<file path="config.mk">
export PLATFORM = sky130hd
export DESIGN_NAME = serial_command_response_engine_core
export DESIGN_NICKNAME = d
export VERILOG_FILES = /design/src/rtl/core/scre_pkg.sv /design/src/rtl/core/scre_win_cell.sv /design/src/rtl/core/scre_tx_cell.sv /design/src/rtl/core/serial_command_response_engine_core.sv
export SDC_FILE = /design/constraint.sdc
export NUM_CORES = 1
export LEC_CHECK = 0
export ABC_AREA = 1
export BUFFER_PORTS_ARGS = -buffer_cell sky130_fd_sc_hd__buf_4
export CORE_ASPECT_RATIO = 0.6
export CORE_MARGIN = 2
export CORE_UTILIZATION = 40
export DETAILED_ROUTE_END_ITERATION = 12
export HOLD_SLACK_MARGIN = 0.12
export MAX_ROUTING_LAYER = met4
export PLACE_DENSITY = 0.55
export SYNTH_ARGS = -nofsm -noshare
export SYNTH_HDL_FRONTEND = slang
export SYNTH_SLANG_ARGS = --single-unit
</file>
<file path="constraint.sdc">
create_clock -name clk -period 3.37 [get_ports clk]
set_input_delay 0.337 -clock clk [delete_from_list [all_inputs] [get_ports clk]]
set_output_delay 0.337 -clock clk [all_outputs]
set_load 0.01 [all_outputs]
</file>
<file path="src/rtl/core/scre_pkg.sv">
// Shared types and constants for the serial command/response engine.
// Depends on nothing; used by the cells and the top level.
package scre_pkg;

  localparam int unsigned WIN_LEN   = 7;
  localparam int unsigned FRAME_LEN = 5;

  localparam logic [7:0]  SYNC_BYTE     = 8'hFF;
  localparam logic [15:0] TIMEOUT_RESET = 16'd1000;
  localparam logic [31:0] TIMEOUT_DATA  = 32'hFFFF_FFFF;

  // Input item kinds
  typedef enum logic [1:0] {
    FUNC_START = 2'd0,
    FUNC_RX    = 2'd1,
    FUNC_TICK  = 2'd2
  } func_t;

  // Result item kinds
  typedef enum logic [1:0] {
    KIND_TX      = 2'd0,
    KIND_RESP    = 2'd1,
    KIND_TIMEOUT = 2'd2
  } kind_t;

  // Transaction phase
  typedef enum logic {
    PHASE_IDLE = 1'b0,
    PHASE_BUSY = 1'b1
  } phase_t;

  // Per-cycle control for a row of cells
  typedef struct packed {
    logic load;
    logic shift;
  } cell_ctrl_t;

endpackage

</file>
<file path="src/rtl/core/scre_win_cell.sv">
// One byte cell of the receive window chain.
// Depends on scre_pkg for the cell control struct.
module scre_win_cell (
  input  logic                clk,
  input  logic                rst,
  input  scre_pkg::cell_ctrl_t ctrl,
  input  logic [7:0]          byte_in,
  input  logic                valid_in,
  output logic [7:0]          byte_q,
  output logic                valid_q
);

  // Drop the contents on load, take the neighbor's byte on shift
  always_ff @(posedge clk) begin
    if (rst) begin
      valid_q <= 1'b0;
    end else if (ctrl.load) begin
      valid_q <= 1'b0;
    end else if (ctrl.shift) begin
      valid_q <= valid_in;
    end
  end

  // Advance the payload byte
  always_ff @(posedge clk) begin
    if (ctrl.shift) begin
      byte_q <= byte_in;
    end
  end

endmodule

</file>
<file path="src/rtl/core/scre_tx_cell.sv">
// One beat cell of the transmit frame chain.
// Depends on scre_pkg for the cell control struct.
module scre_tx_cell (
  input  logic                clk,
  input  logic                rst,
  input  scre_pkg::cell_ctrl_t ctrl,
  input  logic [7:0]          load_byte,
  input  logic                load_last,
  input  logic [7:0]          next_byte,
  input  logic                next_last,
  input  logic                next_valid,
  output logic [7:0]          byte_q,
  output logic                last_q,
  output logic                valid_q
);

  // Fill on load, hand toward the output on shift
  always_ff @(posedge clk) begin
    if (rst) begin
      valid_q <= 1'b0;
    end else if (ctrl.load) begin
      valid_q <= 1'b1;
    end else if (ctrl.shift) begin
      valid_q <= next_valid;
    end
  end

  // Payload follows the same choice
  always_ff @(posedge clk) begin
    if (ctrl.load) begin
      byte_q <= load_byte;
      last_q <= load_last;
    end else if (ctrl.shift) begin
      byte_q <= next_byte;
      last_q <= next_last;
    end
  end

endmodule

</file>
<file path="src/rtl/core/serial_command_response_engine_core.sv">
// Latency: a start shows its first frame beat the cycle after acceptance, one per out_ready cycle.
// A response or timeout result shows the cycle after its byte or tick, behind any frame beats.
// Throughput: one item per cycle; in_ready drops only while a response/timeout beat waits
// in the single result register. Frame beats leave a five-cell chain, one per out_ready cycle.
// Reset (rst, synchronous): idle, empty window and frame chain, timeout register = 1000.
// Top level; uses scre_pkg, scre_win_cell and scre_tx_cell.
module serial_command_response_engine_core (
  input  logic               clk,
  input  logic               rst,
  // configuration write channel
  input  logic               cfg_valid,
  output logic               cfg_ready,
  input  logic [15:0]        cfg_data,
  // input items
  input  logic               in_valid,
  output logic               in_ready,
  input  logic [1:0]         func,
  input  logic [7:0]         command_id,
  input  logic [7:0]         data_first,
  input  logic [7:0]         data_second,
  input  logic [7:0]         rx_byte,
  // result items
  output logic               out_valid,
  input  logic               out_ready,
  output logic [1:0]         kind,
  output logic [7:0]         tx_byte,
  output logic signed [31:0] response_data,
  output logic               last
);

  localparam int unsigned WL = scre_pkg::WIN_LEN;
  localparam int unsigned FL = scre_pkg::FRAME_LEN;

  scre_pkg::phase_t     phase, phase_next;
  scre_pkg::cell_ctrl_t win_ctrl, tx_ctrl;

  logic [15:0] timeout_ticks;
  logic [15:0] timeout_left;
  logic [7:0]  sent_command;

  logic [7:0] win_byte [WL];
  logic [WL-1:0] win_valid;

  logic [7:0] tx_cell_byte [FL];
  logic [FL-1:0] tx_cell_last;
  logic [FL-1:0] tx_valid;
  logic [7:0] frame_byte [FL];

  logic        res_valid;
  logic [1:0]  res_kind;
  logic [31:0] res_data;

  logic in_fire, out_fire;
  logic start_go, rx_go, tick_go;
  logic rx_match, timeout_hit, res_set, res_take;
  logic [7:0] win_xor;

  // Configuration register, always ready
  assign cfg_ready = 1'b1;

  always_ff @(posedge clk) begin
    if (rst) begin
      timeout_ticks <= scre_pkg::TIMEOUT_RESET;
    end else if (cfg_valid) begin
      timeout_ticks <= cfg_data;
    end
  end

  // Handshakes
  assign in_fire  = in_valid & in_ready;
  assign out_fire = out_valid & out_ready;
  assign res_take = out_fire & ~tx_valid[0];
  assign in_ready = ~res_valid | (out_ready & ~tx_valid[0]);

  // Match on the window as it stands after this byte shifts in
  assign win_xor  = win_byte[1] ^ win_byte[2] ^ win_byte[3]
                  ^ win_byte[4] ^ win_byte[5] ^ win_byte[6];
  assign rx_match = (&win_valid[WL-1:1]) && (win_byte[1] == scre_pkg::SYNC_BYTE)
                    && (win_byte[2] == sent_command) && (rx_byte == win_xor);
  assign timeout_hit = (timeout_left <= 16'd1);

  // Decode the accepted beat
  always_comb begin
    start_go = 1'b0;
    rx_go    = 1'b0;
    tick_go  = 1'b0;
    if (in_fire) begin
      case (scre_pkg::func_t'(func))
        scre_pkg::FUNC_START: start_go = (phase == scre_pkg::PHASE_IDLE);
        scre_pkg::FUNC_RX:    rx_go    = (phase == scre_pkg::PHASE_BUSY);
        scre_pkg::FUNC_TICK:  tick_go  = (phase == scre_pkg::PHASE_BUSY);
        default: ;
      endcase
    end
  end

  // Next phase
  always_comb begin
    phase_next = phase;
    case (phase)
      scre_pkg::PHASE_IDLE: begin
        if (start_go) phase_next = scre_pkg::PHASE_BUSY;
      end
      scre_pkg::PHASE_BUSY: begin
        if ((rx_go && rx_match) || (tick_go && timeout_hit)) begin
          phase_next = scre_pkg::PHASE_IDLE;
        end
      end
      default: phase_next = scre_pkg::PHASE_IDLE;
    endcase
  end

  // Phase outputs: chain control and result capture
  always_comb begin
    win_ctrl.load  = start_go;
    win_ctrl.shift = rx_go;
    tx_ctrl.load   = start_go;
    tx_ctrl.shift  = out_fire & tx_valid[0];
    res_set        = 1'b0;
    case (phase)
      scre_pkg::PHASE_BUSY: res_set = (rx_go && rx_match) || (tick_go && timeout_hit);
      default:              res_set = 1'b0;
    endcase
  end

  always_ff @(posedge clk) begin
    if (rst) begin
      phase <= scre_pkg::PHASE_IDLE;
    end else begin
      phase <= phase_next;
    end
  end

  // Transaction registers
  always_ff @(posedge clk) begin
    if (rst) begin
      sent_command <= '0;
      timeout_left <= '0;
    end else if (start_go) begin
      sent_command <= command_id;
      timeout_left <= timeout_ticks;
    end else if (tick_go) begin
      timeout_left <= timeout_hit ? 16'd0 : timeout_left - 16'd1;
    end
  end

  // Hold one response or timeout beat
  always_ff @(posedge clk) begin
    if (rst) begin
      res_valid <= 1'b0;
    end else if (res_set) begin
      res_valid <= 1'b1;
    end else if (res_take) begin
      res_valid <= 1'b0;
    end
  end

  always_ff @(posedge clk) begin
    if (res_set) begin
      if (rx_go) begin
        res_kind <= scre_pkg::KIND_RESP;
        res_data <= {win_byte[6], win_byte[5], win_byte[4], win_byte[3]};
      end else begin
        res_kind <= scre_pkg::KIND_TIMEOUT;
        res_data <= scre_pkg::TIMEOUT_DATA;
      end
    end
  end

  // Receive window: newest byte enters the top cell, older bytes move down
  for (genvar i = 0; i < WL; i++) begin : g_win
    logic [7:0] nb;
    logic       nv;
    if (i == WL - 1) begin : g_top
      assign nb = rx_byte;
      assign nv = 1'b1;
    end else begin : g_mid
      assign nb = win_byte[i+1];
      assign nv = win_valid[i+1];
    end
    scre_win_cell u_cell (
      .clk      (clk),
      .rst      (rst),
      .ctrl     (win_ctrl),
      .byte_in  (nb),
      .valid_in (nv),
      .byte_q   (win_byte[i]),
      .valid_q  (win_valid[i])
    );
  end

  // Frame contents
  assign frame_byte[0] = scre_pkg::SYNC_BYTE;
  assign frame_byte[1] = command_id;
  assign frame_byte[2] = data_first;
  assign frame_byte[3] = data_second;
  assign frame_byte[4] = scre_pkg::SYNC_BYTE ^ command_id ^ data_first ^ data_second;

  // Transmit chain: head cell faces the output
  for (genvar j = 0; j < FL; j++) begin : g_tx
    logic [7:0] nb;
    logic       nl;
    logic       nv;
    if (j == FL - 1) begin : g_top
      assign nb = '0;
      assign nl = 1'b0;
      assign nv = 1'b0;
    end else begin : g_mid
      assign nb = tx_cell_byte[j+1];
      assign nl = tx_cell_last[j+1];
      assign nv = tx_valid[j+1];
    end
    scre_tx_cell u_cell (
      .clk        (clk),
      .rst        (rst),
      .ctrl       (tx_ctrl),
      .load_byte  (frame_byte[j]),
      .load_last  (j == FL - 1),
      .next_byte  (nb),
      .next_last  (nl),
      .next_valid (nv),
      .byte_q     (tx_cell_byte[j]),
      .last_q     (tx_cell_last[j]),
      .valid_q    (tx_valid[j])
    );
  end

  // Output mux: frame beats go ahead of the held result
  assign out_valid = tx_valid[0] | res_valid;
  always_comb begin
    if (tx_valid[0]) begin
      kind          = scre_pkg::KIND_TX;
      tx_byte       = tx_cell_byte[0];
      response_data = '0;
      last          = tx_cell_last[0];
    end else begin
      kind          = res_kind;
      tx_byte       = '0;
      response_data = res_data;
      last          = 1'b0;
    end
  end

`ifndef SYNTHESIS
  a_start_chain_empty: assert property (@(posedge clk) disable iff (rst)
    start_go |-> !tx_valid[0])
    else $error("start loaded while frame beats still pending");

  a_result_while_idle: assert property (@(posedge clk) disable iff (rst)
    res_valid |-> phase == scre_pkg::PHASE_IDLE)
    else $error("result pending while transaction still busy");

  a_last_is_final_beat: assert property (@(posedge clk) disable iff (rst)
    out_valid && last |-> tx_valid[0] && !tx_valid[1])
    else $error("last flag on a beat that is not the final frame beat");

  a_window_fills_from_top: assert property (@(posedge clk) disable iff (rst)
    win_valid[0] |-> win_valid[WL-1])
    else $error("window valid bits not contiguous");
`endif

endmodule
</file>
* After elaboration in Yosys (flattened, before gate mapping)
Cells that the tools add are included.
** Word-level totals
- Flip-flop bits (word level) :: 180
- Output and inout port bits :: 46
- Bits of input ports :: 55
** Operators by class
- Equal/unequal tests :: 5
- Bitwise gates (word level) :: 18
- Multiplexer cells :: 38
- $lt $le $gt $ge :: 1
- Add/sub/neg operators :: 1
- Reduce and logical (&&, ||, !) cells :: 12
** Operators with widths (count)
- 8-bit two-way mux :: 9
- 8-bit bitwise XOR :: 7
- 16-bit two-way mux :: 3
- 32-bit two-way mux :: 1
- 1-bit two-way mux :: 22
- 8-bit == test :: 2
- 16-bit by 1-bit <= comparator with 1-bit output, second input constant :: 1
- 16-bit by 1-bit subtractor with 16-bit output, second input constant :: 1
- 8-bit == test, second input constant :: 1
- 8-bit inverter :: 1
- 6-bit AND reduction :: 1
- 2-bit nonzero test :: 3
- 1-bit AND :: 5
- 1-bit logical AND :: 5
- 2-bit two-way mux :: 2
- 1-bit inverter :: 3
- 2-bit by 1-bit == test with 1-bit output, second input constant :: 1
- 2-bit == test, second input constant :: 1
- 2-bit logical NOT :: 1
- 1-bit OR :: 2
- 1-bit one-hot mux with 2 select lines :: 1
- 2-bit OR reduction :: 1
- 1-bit logical OR :: 1

* Longest topological paths before layout
- Word-level depth :: 11
- Mapped depth :: 17
- Depth with buffers taken out :: 17

* Hierarchy
From an unflattened synthesis, not the netlist that was laid out.
** Unflattened totals
- Cell total of the unflattened synthesis :: 1023
- Area total of the unflattened synthesis :: 8752.1 um^2
** Modules (own cells, without submodules)
- serial_command_response_engine_core :: times used 1, area each 4782.1 um^2, cells each 713, sequential area each 1861.8 um^2
- scre_tx_cell :: times used 5, area each 451.7 um^2, cells each 44, sequential area each 290.3 um^2
- scre_win_cell :: times used 6, area each 285.3 um^2, cells each 15, sequential area each 260.2 um^2

* Worst setup path after synthesis
No wires, ideal clock.
- Kind :: register to register
- From :: reg timeout_left[0]
- To :: reg res_data[0] (enable)
- Data arrival time :: 2072 ps
- Path buffers :: 1
- Cell stages (with the launch flop) :: 9
- Setup slack :: 907 ps
- Cell sequence :: dfxtp_1 > inv_1 > ha_1 > clkbuf_1 > or2_1 > nand3_1 > nor4_1 > nand3b_1 > nand2_1
** On the way
- Longest elaborated chain between the ends :: 4
** RTL lines
- from (decl) :: RTL line serial_command_response_engine_core.sv:38 : logic [15:0] timeout_left;
- from (signal assigned) :: RTL line serial_command_response_engine_core.sv:141 : timeout_left <= timeout_ticks;
- from (signal assigned) :: RTL line serial_command_response_engine_core.sv:143 : timeout_left <= timeout_hit ? 16'd0 : timeout_left - 16'd1;
- 16-bit by 1-bit <= comparator with 1-bit output :: RTL line serial_command_response_engine_core.sv:80 : assign timeout_hit = (timeout_left <= 16'd1);
- 1-bit logical AND :: RTL line serial_command_response_engine_core.sv:121 : scre_pkg::PHASE_BUSY: res_set = (rx_go && rx_match) || (tick_go && timeout_hit);
- 1-bit logical OR :: RTL line serial_command_response_engine_core.sv:121
- 1-bit two-way mux :: RTL line serial_command_response_engine_core.sv:120 : case (phase)
- via res_set :: RTL line serial_command_response_engine_core.sv:55 : logic rx_match, timeout_hit, res_set, res_take;
- to (signal assigned) :: RTL line serial_command_response_engine_core.sv:162 : res_data <= {win_byte[6], win_byte[5], win_byte[4], win_byte[3]};
- to (signal assigned) :: RTL line serial_command_response_engine_core.sv:165 : res_data <= scre_pkg::TIMEOUT_DATA;
- to (decl) :: RTL line serial_command_response_engine_core.sv:51 : logic [31:0] res_data;
The timed path passes the listed nets, and every way through them passes these cells.
A chain may end at the register's enable or synchronous reset.

* Worst setup path in the final report
- From :: reg timeout_left[0]
- To :: reg res_data[15] (enable)
Same word-level chain as after synthesis.

==> results.yml <==
pwr:
  switchingPower_mw: 1.25
  ir_drop_v: 0.000360
  powerDensity_mw_per_mm2: 495
  p_leak_nw: 4.50
  clock_power_share_pct: 40.5
  p_comb_share_pct: 9.6
  p_sw_share_pct: 25.3
  p_int_mw: 3.69
  power_frac_seq_pct: 49.9
placement:
  gp_congestion: 0.836
  pre_cts_slack_ns: 1.03
  dp.cells: 1319
  portBuffers: 99
  hpwlAfterDp_mm: 13.4
setup_path:
  ff2ff_path_depth: 8
  cp.arrival_ns: 2.39
  crit_family: "simple AND/OR/NAND/NOR gates"
  regToRegStartpoint: "timeout_left[0]$_SDFFE_PP0P_"
  crit_path_start: "timeout_left[0]$_SDFFE_PP0P_"
  r2r_end: "res_data[15]$_SDFFCE_PN1P_"
  crit_buf_inv: 2
  worst-r2r-setup-slack_ns: 1.06
  endpoint: "res_data[15]$_SDFFCE_PN1P_"
  cp-start-kind: "flip-flop"
  end_kind: "flip-flop"
  cp_slowest_cell: "buf_4"
  critPathKind: "flip-flop to flip-flop"
  path_cells: "inv_1 -> ha_1 -> or2_1 -> nand3_1 -> nor4_1 -> nand3b_1 -> nand2_1 -> buf_4"
  required_ns: 3.44
  path_max_fanout: 34
  path_depth: 8
  cpPeakStageDelay_ns: 0.40
grt:
  grt-ovfl-total: 0
  grt_max_degree: 86
  grt_pass1_wl_mm: 30.6
  grtUsageTotal_pct: 18.8
  grt_pass1_vias: 5833
  grt_antenna_before_repair: 1
final_layout:
  final_common_cell: "nand2_1"
  area_growth_pct: 21.5
  final_net_count: 1139
  num_antenna_cells: 0
  drive_gt1_share_pct: 15.9
  mostFrequentLayoutCells: "324 x nand2_1, 132 x inv_1, 114 x edfxtp_1"
  final-instance-count-excl-fill: 1368
floorplanning:
  die_width_um: 189
  io_pins: 101
  dieArea_mm2: 0.0217
  chipHeight_um: 115
  start_util_pct: 40.9
  design.core.area_mm2: 0.0201
  rows: 40
synthesis:
  yosys-top-cells-area: "edfxtp_1 42%, dfxtp_1 16%, nand2_1 15%, inv_1 6.0%, nor2_1 4.0%"
  syn_avg_cell_area_um2: 8.44
  synth_xor_area_share_pct: 2.03
  synth_top_area_cell: "edfxtp_1"
  synth_compound_area_share_pct: 6.37
  synth_warnings: 0
  synth_top_area_share_pct: 41.7
  synth-seq-cells: 180
  syn-cell-area_mm2: 0.00822
  synth-simple-area-share_pct: 25.1
  ys_seq_area_share_pct: 57.8
  syn_nets: 1030
  synth_mux_area_share_pct: 0
  syn_inst: 973
  synth.distinct_cells: 37
  synth_top_family_by_area: "simple AND/OR/NAND/NOR gates"
  yosys.area_share.adder_pct: 0.305
cts:
  htreeDepth: 4
  cts.sink_count: 180
  insertion_delay_ns: 0.43
  path_clk_slew_ns: 0.07
  root_buffer: "clkbuf_16"
  cts_tree: "built"
  cts_max_path_buffers: 2
  cts_buffers: 17
sta:
  finalCriticalPeriod_ns: 2.31
  fmax_ghz: 0.432
  fin_skew_ns: 0.0102
  setup_violations: 0
  finalCritPeriodShare_pct: 68.6
  relSlewSlack_pct: 61.3
  hold_viol: 0
  rsz0062_at_grt: "false"
  worst_slew_pin_slew_ns: 0.579
  drv_slew: 0
  setup_tns_ns: 0
  setup_ws_ns: 1.06
status:
  run_status: "finished, final reports clean"
detailed_routing:
  drcViolationCount: 0
  wl_per_cell_um: 13.7
  num_vias: 6310
  ant_nets: 0
  vias_per_cell: 4.61
  drt_iter0_markers: 516
  drtPass1Iterations: 5
  totalWireLength_mm: 18.7
flow_run:
  maxCapViolations: 0
hold_path:
  hold_class: "input pin to flip-flop"
-- per-layer routing --
layer	track usage (%)	wire [um]	vias to the layer above
li1	-	-	3294
met1	29.5	10600	2852
met2	23.6	6860	149
met3	3.60	982	15
met4	5.68	233	0
met5	-	0	-
-- cell type report --
class,instances,area (um2)
fill,1924,10100
inverter,142,533
clock inverter,12,109
timing repair buffer,123,978
clock buffer,20,489
tap,273,342
sequential,180,4750
multi-input combinational,618,2790
-- cells in the mapped netlist --
master	instances
a21oi_1	41
a31oi_1	10
and2_1	1
and3_2	1
buf_1	8
buf_2	9
buf_4	4
buf_6	1
clkbuf_1	11
clkinv_1	2
conb_1	1
dfxtp_1	66
edfxtp_1	114
ha_1	2
inv_1	132
inv_2	8
nand2_1	324
nand2_2	4
nand3_1	50
nand3b_1	3
nand4_1	5
nand4_2	1
nor2_1	87
nor2_2	4
nor2_4	1
nor3_1	4
nor3_2	2
nor4_1	1
o21ai_0	22
o21ai_1	4
o21ai_2	1
o21ai_4	1
o22ai_1	16
or2_1	2
or2_2	11
xnor2_1	13
xor2_1	6
-- power groups by stage --
stage	registers, mW	logic (mW)	clock network [mW]
finish	2.47	0.474	2.00
global route	2.47	0.541	2.13
CTS	2.47	0.476	2.04
detailed placement	2.52	0.457	0
global placement	2.52	0.455	0
floorplan	2.50	0.320	0
-- cells by family after synthesis --
kind of cell / count (synthesis)
AOI/OAI and AO/OA: 95
other: 1
xor gates and xnor gates: 19
DFF: 180
buffers and inverters: 175
adders and majority gates: 2
and+or+nand+nor: 501
-- worst register-to-register path: stages (launching register included) --
cell,delay (ns)
dfxtp_1,0.35
inv_1,0.14
ha_1,0.33
or2_1,0.18
nand3_1,0.07
nor4_1,0.18
nand3b_1,0.18
nand2_1,0.11
buf_4,0.40
-- worst min-delay path by stage --
stage                                         endpoint                          startpoint  slack (ns)  cells past startpoint
floorplan           g_tx[4].u_cell.last_q$_SDFFE_PP1P_  g_tx[4].u_cell.last_q$_SDFFE_PP1P_        0.43                      2
global placement    g_tx[4].u_cell.last_q$_SDFFE_PP1P_  g_tx[4].u_cell.last_q$_SDFFE_PP1P_        0.44                      2
detailed placement       timeout_ticks[8]$_SDFFE_PP1P_       timeout_ticks[8]$_SDFFE_PP1P_        0.45                      2
CTS                     timeout_ticks[11]$_SDFFE_PP0P_                        cfg_data[11]        0.13                      3
global route             timeout_ticks[1]$_SDFFE_PP0P_                         cfg_data[1]        0.14                      3
finish                  timeout_ticks[10]$_SDFFE_PP0P_                        cfg_data[10]        0.14                      3
-- per-stage QoR --
stage / power [mW] / hold WS [ns] / area [um2] / util [%]
2_1_floorplan: 2.82 / 0.427 / 8220 / -
3_3_place_gp: 2.97 / 0.442 / 9220 / 45.9
3_5_place_dp: 2.97 / 0.449 / 9220 / 45.9
4_1_cts: 4.98 / 0.126 / 9980 / 49.8
5_1_grt: 5.14 / 0.142 / 9980 / 49.8
6_report: 4.94 / 0.144 / 9980 / 49.8
-- repair_timing --
action / in CTS / in global routing
setup endpoints to repair: 0 / 0
gates resized for setup: 0 / 0
hold endpoints to repair: 17 / 0
hold buffers: 17 / 0
buffers inserted: 0 / 0
-- state kept, by name, indices dropped and copies added (netlist names) --
| signal | flops |
|---|---|
| g_tx.u_cell.byte_q | 40 |
| g_tx.u_cell.last_q | 5 |
| g_tx.u_cell.valid_q | 5 |
| g_win.u_cell.byte_q | 48 |
| g_win.u_cell.valid_q | 6 |
| phase | 1 |
| res_data | 32 |
| res_kind | 2 |
| res_valid | 1 |
| sent_command | 8 |
| timeout_left | 16 |
| timeout_ticks | 16 |
Note: power is estimated with default switching activity, not from simulation.
